File: config.mk
export PLATFORM = sky130hd
export DESIGN_NAME = adc_ladder_id_debounce_core
export DESIGN_NICKNAME = d
export VERILOG_FILES = /design/src/sv/adc_lid_pkg.sv /design/src/sv/adc_lid_classify.sv /design/src/sv/adc_lid_debounce.sv /design/src/sv/adc_ladder_id_debounce_core.sv
export SDC_FILE = /design/constraint.sdc
export NUM_CORES = 1
export LEC_CHECK = 0
export ABC_AREA = 1
export BUFFER_PORTS_ARGS = -buffer_cell sky130_fd_sc_hd__buf_2
export CAP_MARGIN = 15
export CORE_ASPECT_RATIO = 1.4
export CORE_MARGIN = 4
export CORE_UTILIZATION = 40
export CTS_CLUSTER_SIZE = 28
export DETAILED_ROUTE_END_ITERATION = 10
export PLACE_DENSITY = 0.58
export SETUP_SLACK_MARGIN = 0.05
export SLEW_MARGIN = 30
export SYNTH_ARGS = -nofsm -noshare
export SYNTH_HDL_FRONTEND = slang
export SYNTH_SLANG_ARGS = --single-unit
export TNS_END_PERCENT = 10
File: constraint.sdc
create_clock -name clk -period 12 [get_ports clk]
set_clock_uncertainty 0.1 [all_clocks]
set_input_delay 2.4 -clock clk [delete_from_list [all_inputs] [get_ports clk]]
set_output_delay 2.4 -clock clk [all_outputs]
set_load 0.01 [all_outputs]
File: src/sv/adc_lid_pkg.sv
// Shared constants and types for the ADC ladder module-id debounce block.
`timescale 1ns / 1ps

package adc_lid_pkg;

  // Sample and register widths
  localparam int SAMPLE_BITS   = 12;
  localparam int CENTER_BITS   = 12;
  localparam int TOL_BITS      = 12;
  localparam int RUN_BITS      = 4;
  localparam int ID_BITS       = 3;
  localparam int CFG_IDX_BITS  = 3;
  localparam int CFG_DATA_BITS = 12;

  // Lookup table size: only the first SEARCH_ENTRIES slots are searched
  localparam int TABLE_ENTRIES  = 4;
  localparam int CENTER_SLOTS   = 4;
  localparam int SEARCH_ENTRIES = (TABLE_ENTRIES < CENTER_SLOTS) ? TABLE_ENTRIES : CENTER_SLOTS;

  // Difference width covers both the sample and the centers
  localparam int DIFF_BITS = (SAMPLE_BITS > CENTER_BITS) ? SAMPLE_BITS : CENTER_BITS;

  // Register indexes
  localparam logic [CFG_IDX_BITS-1:0] REG_CENTER_LED_RING     = 3'd0;
  localparam logic [CFG_IDX_BITS-1:0] REG_CENTER_WIFI_CAMERA  = 3'd1;
  localparam logic [CFG_IDX_BITS-1:0] REG_CENTER_OPTICAL_FLOW = 3'd2;
  localparam logic [CFG_IDX_BITS-1:0] REG_CENTER_RESERVED     = 3'd3;
  localparam logic [CFG_IDX_BITS-1:0] REG_MATCH_TOLERANCE     = 3'd4;
  localparam logic [CFG_IDX_BITS-1:0] REG_CONFIRM_COUNT       = 3'd5;

  // Register reset values
  localparam logic [CENTER_BITS-1:0] RST_CENTER_LED_RING     = 12'd2048;
  localparam logic [CENTER_BITS-1:0] RST_CENTER_WIFI_CAMERA  = 12'd4095;
  localparam logic [CENTER_BITS-1:0] RST_CENTER_OPTICAL_FLOW = 12'd2815;
  localparam logic [CENTER_BITS-1:0] RST_CENTER_RESERVED     = 12'd1280;
  localparam logic [TOL_BITS-1:0]    RST_MATCH_TOLERANCE     = 12'd50;
  localparam logic [RUN_BITS-1:0]    RST_CONFIRM_COUNT       = 4'd3;

  // Module id codes
  localparam logic [ID_BITS-1:0] ID_NONE = 3'd0;

  typedef logic [CENTER_SLOTS-1:0][CENTER_BITS-1:0] center_arr_t;

endpackage

File: src/sv/adc_lid_classify.sv
// Window compare of one sample against the center table; first hit wins.
`timescale 1ns / 1ps

module adc_lid_classify (
  input  logic [adc_lid_pkg::SAMPLE_BITS-1:0] sample,
  input  adc_lid_pkg::center_arr_t            centers,
  input  logic [adc_lid_pkg::TOL_BITS-1:0]    tolerance,
  output logic [adc_lid_pkg::ID_BITS-1:0]     id
);
  import adc_lid_pkg::*;

  // Scan from the last entry down so the lowest matching entry is kept
  always_comb begin
    logic [DIFF_BITS-1:0] s;
    logic [DIFF_BITS-1:0] c;
    logic [DIFF_BITS-1:0] d;
    logic [DIFF_BITS-1:0] t;
    s  = DIFF_BITS'(sample);
    t  = DIFF_BITS'(tolerance);
    id = ID_NONE;
    for (int k = SEARCH_ENTRIES - 1; k >= 0; k--) begin
      c = DIFF_BITS'(centers[k]);
      d = (s > c) ? (s - c) : (c - s);
      if (d <= t) begin
        id = ID_BITS'(k + 1);
      end
    end
  end

endmodule

File: src/sv/adc_lid_debounce.sv
// Run counter, swap decision and power rail state for the matched id.
`timescale 1ns / 1ps

module adc_lid_debounce (
  input  logic                             clk,
  input  logic                             rst,
  input  logic                             step,
  input  logic [adc_lid_pkg::ID_BITS-1:0]  id,
  input  logic [adc_lid_pkg::RUN_BITS-1:0] confirm,
  output logic [adc_lid_pkg::ID_BITS-1:0]  active_next,
  output logic [adc_lid_pkg::ID_BITS-1:0]  active_now,
  output logic                             swap,
  output logic                             power_next,
  output logic [adc_lid_pkg::RUN_BITS-1:0] run_next
);
  import adc_lid_pkg::*;

  logic [ID_BITS-1:0]  active_module_id;
  logic [ID_BITS-1:0]  candidate_id;
  logic [ID_BITS-1:0]  candidate_id_next;
  logic [RUN_BITS-1:0] match_run;
  logic                power_rail;

  // Count consecutive equal ids, saturating at the confirm threshold
  always_comb begin
    if (id == candidate_id) begin
      candidate_id_next = candidate_id;
      run_next = (match_run < confirm) ? match_run + 1'b1 : match_run;
    end else begin
      candidate_id_next = id;
      run_next = '0;
    end
    swap        = (run_next >= confirm) && (id != active_module_id);
    active_next = swap ? id : active_module_id;
    power_next  = swap ? (id != ID_NONE) : power_rail;
  end

  assign active_now = active_module_id;

  // State commits once per transferred sample
  always_ff @(posedge clk) begin
    if (rst) begin
      active_module_id <= ID_NONE;
      candidate_id     <= ID_NONE;
      match_run        <= '0;
      power_rail       <= 1'b0;
    end else if (step) begin
      active_module_id <= active_next;
      candidate_id     <= candidate_id_next;
      match_run        <= run_next;
      power_rail       <= power_next;
    end
  end

endmodule

File: src/sv/adc_ladder_id_debounce_core.sv
// Top level: config registers, input register, classify, debounce, result register.
`timescale 1ns / 1ps

// Channel  Direction  Handshake              Payload
// in       input      in_valid / in_stall    adc_sample
// out      output     out_valid / out_stall  matched_id active_id swap_now previous_id
//                                            power_enable stable_count
// cfg      input      cfg_valid / cfg_ready  cfg_index cfg_data
//
// A sample passes the input and result registers; one per cycle if out_stall is low.
// Path: input register, window compare and run counter, result register.
// Synchronous reset restores register defaults and clears id, run and power state.
// An output stall holds the result; a sample already in the input register then
// stalls the input. cfg_ready is always high.

module adc_ladder_id_debounce_core (
  input  logic                                  clk,
  input  logic                                  rst,
  input  logic                                  in_valid,
  output logic                                  in_stall,
  input  logic [adc_lid_pkg::SAMPLE_BITS-1:0]   adc_sample,
  output logic                                  out_valid,
  input  logic                                  out_stall,
  output logic [adc_lid_pkg::ID_BITS-1:0]       matched_id,
  output logic [adc_lid_pkg::ID_BITS-1:0]       active_id,
  output logic                                  swap_now,
  output logic [adc_lid_pkg::ID_BITS-1:0]       previous_id,
  output logic                                  power_enable,
  output logic [adc_lid_pkg::RUN_BITS-1:0]      stable_count,
  input  logic                                  cfg_valid,
  output logic                                  cfg_ready,
  input  logic [adc_lid_pkg::CFG_IDX_BITS-1:0]  cfg_index,
  input  logic [adc_lid_pkg::CFG_DATA_BITS-1:0] cfg_data
);
  import adc_lid_pkg::*;

  center_arr_t          centers;
  logic [TOL_BITS-1:0]  match_tolerance;
  logic [RUN_BITS-1:0]  confirm_count;

  logic                   s1_valid;
  logic [SAMPLE_BITS-1:0] s1_sample;
  logic                   advance;
  logic [ID_BITS-1:0]     id;
  logic [ID_BITS-1:0]     active_next;
  logic [ID_BITS-1:0]     active_now;
  logic                   swap;
  logic                   power_next;
  logic [RUN_BITS-1:0]    run_next;

  // Config register file; unknown indexes are dropped
  assign cfg_ready = 1'b1;

  always_ff @(posedge clk) begin
    if (rst) begin
      centers[0]      <= RST_CENTER_LED_RING;
      centers[1]      <= RST_CENTER_WIFI_CAMERA;
      centers[2]      <= RST_CENTER_OPTICAL_FLOW;
      centers[3]      <= RST_CENTER_RESERVED;
      match_tolerance <= RST_MATCH_TOLERANCE;
      confirm_count   <= RST_CONFIRM_COUNT;
    end else if (cfg_valid && cfg_ready) begin
      case (cfg_index)
        REG_CENTER_LED_RING:     centers[0]      <= CENTER_BITS'(cfg_data);
        REG_CENTER_WIFI_CAMERA:  centers[1]      <= CENTER_BITS'(cfg_data);
        REG_CENTER_OPTICAL_FLOW: centers[2]      <= CENTER_BITS'(cfg_data);
        REG_CENTER_RESERVED:     centers[3]      <= CENTER_BITS'(cfg_data);
        REG_MATCH_TOLERANCE:     match_tolerance <= TOL_BITS'(cfg_data);
        REG_CONFIRM_COUNT:       confirm_count   <= cfg_data[RUN_BITS-1:0];
        default: ;
      endcase
    end
  end

  // Pipeline flow control
  assign advance  = !(out_valid && out_stall);
  assign in_stall = s1_valid && !advance;

  // Input register
  always_ff @(posedge clk) begin
    if (rst) begin
      s1_valid <= 1'b0;
    end else if (!in_stall) begin
      s1_valid <= in_valid;
    end
  end

  always_ff @(posedge clk) begin
    if (in_valid && !in_stall) begin
      s1_sample <= adc_sample;
    end
  end

  adc_lid_classify u_classify (
    .sample    (s1_sample),
    .centers   (centers),
    .tolerance (match_tolerance),
    .id        (id)
  );

  adc_lid_debounce u_debounce (
    .clk         (clk),
    .rst         (rst),
    .step        (s1_valid && advance),
    .id          (id),
    .confirm     (confirm_count),
    .active_next (active_next),
    .active_now  (active_now),
    .swap        (swap),
    .power_next  (power_next),
    .run_next    (run_next)
  );

  // Result register
  always_ff @(posedge clk) begin
    if (rst) begin
      out_valid <= 1'b0;
    end else if (advance) begin
      out_valid <= s1_valid;
    end
  end

  always_ff @(posedge clk) begin
    if (advance && s1_valid) begin
      matched_id   <= id;
      active_id    <= active_next;
      swap_now     <= swap;
      previous_id  <= swap ? active_now : active_next;
      power_enable <= power_next;
      stable_count <= run_next;
    end
  end

  // Checks on result consistency
  a_swap_changes_id: assert property (@(posedge clk) disable iff (rst)
    (out_valid && swap_now) |-> (active_id != previous_id))
    else $error("swap reported without a change of module id");

  a_swap_power: assert property (@(posedge clk) disable iff (rst)
    (out_valid && swap_now) |-> (power_enable == (active_id != ID_NONE)))
    else $error("power rail does not follow the new module id");

  a_no_swap_prev: assert property (@(posedge clk) disable iff (rst)
    (out_valid && !swap_now) |-> (previous_id == active_id))
    else $error("previous id differs from active id without a swap");

  a_swap_takes_match: assert property (@(posedge clk) disable iff (rst)
    (out_valid && swap_now) |-> (active_id == matched_id))
    else $error("swap did not adopt the matched id");

endmodule
==> key figures <==
Floorplan
  – Die ar.: 26460 sq um
  – Core Area: 23370 sq um
  – Row count: 66
  – Initial core utilization: 40.89%
  – I/O pin count: 50
  – Die X: 138.6 um
  – Die Span Y: 190.9 um

Timing
  – Tightest Pin Transition: 658.1 ps
  – Max Slew Vio Count: 0
  – TNS Setup: 0 ps
  – WHS: 380.5 ps
  – Final Hold Vio Count: 0
  – Period utilization: 49.61%
  – Final Setup Violations: 0
  – Shortest period the worst path allows: 5953 ps
  – Slew Limit Headroom: 56.08%
  – Setup slack after layout: 6047 ps
  – RSZ-0062 raised after global routing: no
  – Highest Clock Rate: 168.0 MHz

Clock tree
  – Post-CTS Setup Bufs: 0
  – Later-pin clock latency in the skew report: 360 ps
  – CTS clk-pin slew, worst paths: 80 ps
  – CTS root buf: clkbuf_16
  – Htree depth: 3
  – Clk buf depth: 2
  – Clock sinks: 104
  – Post_cts resized: 0
  – Hold-fix buffers at CTS: 0
  – CTS Buf Count: 9
  – CTS tree: done

Global routing
  – Largest net degree at the start of global routing: 56
  – GR peak layer: met2
  – Number of global-route vias before repair: 8385
  – Met1 Use GR: 28.60%
  – Initial antenna violation count: 0
  – Global route overflow: 0
  – First-pass GRT wire length: 46.69 mm
  – GR Util All Layers: 22.38%
  – Grt met3 use: 2.277%
  – Met2 usage: 39.32%

Setup path
  – Worst path slowest cell: edfxtp_1
  – Max FO, Critical Path: 12
  – Worst setup SP type: flop
  – Worst reg2reg endpoint: active_id[0]$_DFFE_PP_
  – CP Capture Type: flop
  – R2R Setup Slk: 6050 ps
  – Critical path class: reg -> reg
  – CP peak stage delay: 480 ps
  – Worst r2r src: s1_sample[0]$_DFFE_PP_
  – Reg2Reg Depth: 37
  – CP arrival: 5970 ps
  – Crit-path most repeated cell: nand2_1
  – Worst EP required: 12020 ps

Route
  – Drt pass-1 iters: 5
  – Post-Route WL: 29.95 mm
  – DRC: 0
  – Vias: 8831
  – DR vias/cell: 5.235
  – Antenna Nets Post-Route: 0
  – Initial drt markers: 478
  – Post-DR wirelength/cell: 17.75 um

Logic synthesis
  – Post-synthesis register bit count: 104
  – Synth async-reset ratio: 0%
  – Mapped Cells: 1343
  – Synth cell types: 50
  – Post-synth EDFFs: 27
  – Synthesized net count: 1531
  – Area contributors post-synth: ha_1, dfxtp_1, nand2_1, inv_1, edfxtp_1
  – Mean Syn Cell Area: 7.116 sq um
  – YS warnings: 0
  – Top-area cell type share of the netlist area: 19.38%
  – Mapped cell area: 9557 sq um
  – Synth area leader: ha_1
  – Top_reg_cell synth: dfxtp_1
  – Post-synthesis sequential area ratio: 24.61%

Final layout
  – Post-layout util: 44.39%
  – Layout area overhead: 8.549%
  – Final #Nets: 1564
  – Layout cell share with drive strength beyond 1: 7.893%
  – Post-Layout Cell Count: 1687
  – Ant. Diodes: 0

Min path
  – Hold endpoint: centers[47]$_SDFFE_PP0P_
  – Hold path startpoint: centers[47]$_SDFFE_PP0P_
  – Tightest Hold Check Type: reg -> reg
  – Worst Hold Depth: 2

Placement
  – Port bufs: 48
  – GPL Wtd Cong: 0.9824
  – Dpl ws: 6145 ps
  – HPWL after detailed placement: 24.35 mm
  – Placed cells: 1671

Power and ir drop
  – Max IR drop VDD: 0.07683 mV
  – Cell Pwr Density: 114.5 nW/um^2
  – Leak pwr: 5.158 nW

Outcome
  – Outcome: finished clean

Job
  – Max cap viols: 0
==> Yosys cell counts (8+ instances only) <==
cell type and n:
nand4_1 8, clkbuf_1 22, a21o_1 11, fa_1 8, o211ai_1 31, a21oi_1 138
nand3_1 55, xnor2_1 14, o21ai_2 8, dfxtp_1 77, o21ai_1 18, xor2_1 33
edfxtp_1 27, nor2_1 77, inv_1 225, nand2_2 10, o21ai_0 83, nand2_1 275
ha_1 148
==> final cells by class <==
| type | count | area (sq um) |
|---|---|---|
| Clock buffer | 10 | 229.0 |
| Clock inverter | 6 | 82.58 |
| Fill cell | 2453 | 13000 |
| Inverter | 232 | 870.8 |
| Multi-Input combinational cell | 976 | 6178 |
| Sequential cell | 104 | 2352 |
| Tap cell | 306 | 382.9 |
| Timing Repair Buffer | 53 | 277.8 |
==> cells by family after synthesis <==
group                    count (synthesis)  synth area share, %
other                                    1              0.03924
AO/OA/AOI/OAI                          318                19.06
adder cells (fa/ha/maj)                156                21.05
flip-flops                             104                24.61
XOR/XNOR                                48                4.478
AND/OR/NAND/NOR                        450                19.65
multiplexers                             3               0.3404
buffers and inverters                  263                10.76
==> cells in the final DEF (no fill, tap or decap), types with 3 or more instances in the layout <==
cell type	instances
a21o_1	11
a21oi_1	138
a21oi_2	4
a221oi_1	5
buf_2	48
buf_4	5
clkbuf_16	9
dfxtp_1	77
edfxtp_1	27
fa_1	8
ha_1	148
inv_1	225
inv_2	6
nand2_1	275
nand2_2	10
nand3_1	55
nand4_1	8
nor2_1	76
nor2_2	6
nor3_1	7
nor4_1	3
o2111ai_1	7
o211ai_1	31
o21a_1	3
o21ai_0	83
o21ai_1	18
o21ai_2	8
o21bai_1	5
xnor2_1	14
xor2_1	33
==> report_power, final <==
part / switching [W] / leakage [nW] / internal, W / total, W
combinational: 0.000298 / 4.11 / 0.000162 / 0.000460
sequential: 0.0000160 / 0.890 / 0.000386 / 0.000402
clock: 0.000143 / 0.154 / 0.000183 / 0.000326
total: 0.000457 / 5.16 / 0.000730 / 0.00119
==> worst max path at each step <==
stage	cells after the start	slack [ps]	end	startpoint
after floorplan	2	6840	in_stall	out_stall
after global placement	37	6180	active_id[0]$_DFFE_PP_	s1_sample[0]$_DFFE_PP_
after detailed placement	39	6150	active_id[0]$_DFFE_PP_	s1_sample[0]$_DFFE_PP_
after CTS	39	6100	active_id[0]$_DFFE_PP_	s1_sample[0]$_DFFE_PP_
after global routing	40	5290	u_debounce.active_now[2]$_SDFFE_PP0P_	s1_sample[0]$_DFFE_PP_
final	37	6050	active_id[0]$_DFFE_PP_	s1_sample[0]$_DFFE_PP_
==> layer usage <==
| metal | vias up | routed length [um] |
|---|---|---|
| met5 | - | 0 |
| met4 | 0 | 976 |
| met3 | 46 | 1433 |
| met2 | 258 | 14430 |
| met1 | 4052 | 13100 |
| li1 | 4475 | - |
==> flip-flops by register name, summed over array words and instances, names as in the netlist <==
signal,count
centers,48
match_tolerance,12
s1_sample,12
confirm_count,4
stable_count,4
u_debounce.match_run,4
active_id,3
matched_id,3
previous_id,3
u_debounce.active_now,3
u_debounce.candidate_id,3
out_valid,1
power_enable,1
s1_valid,1
swap_now,1
u_debounce.power_rail,1
==> critical path: cells and delay by family (launching register included) <==
kind,cells,cell delay [ps]
AOI/OAI and AO/OA,4,520
xor gates and xnor gates,2,520
adders and majority gates,4,1120
buffers and inverters,9,870
DFF,1,480
and+or+nand+nor,18,2070
==> stage by stage <==
stage | area [sq um] | power (W)
final | 10370 | 0.001188
after global routing | 10370 | 0.001273
after CTS | 10370 | 0.001194
after detailed placement | 10060 | 0.0008680
after global placement | 10060 | 0.0008650
after floorplan | 9557 | 0.0007459
Note: power is estimated with default switching activity, not from simulation.
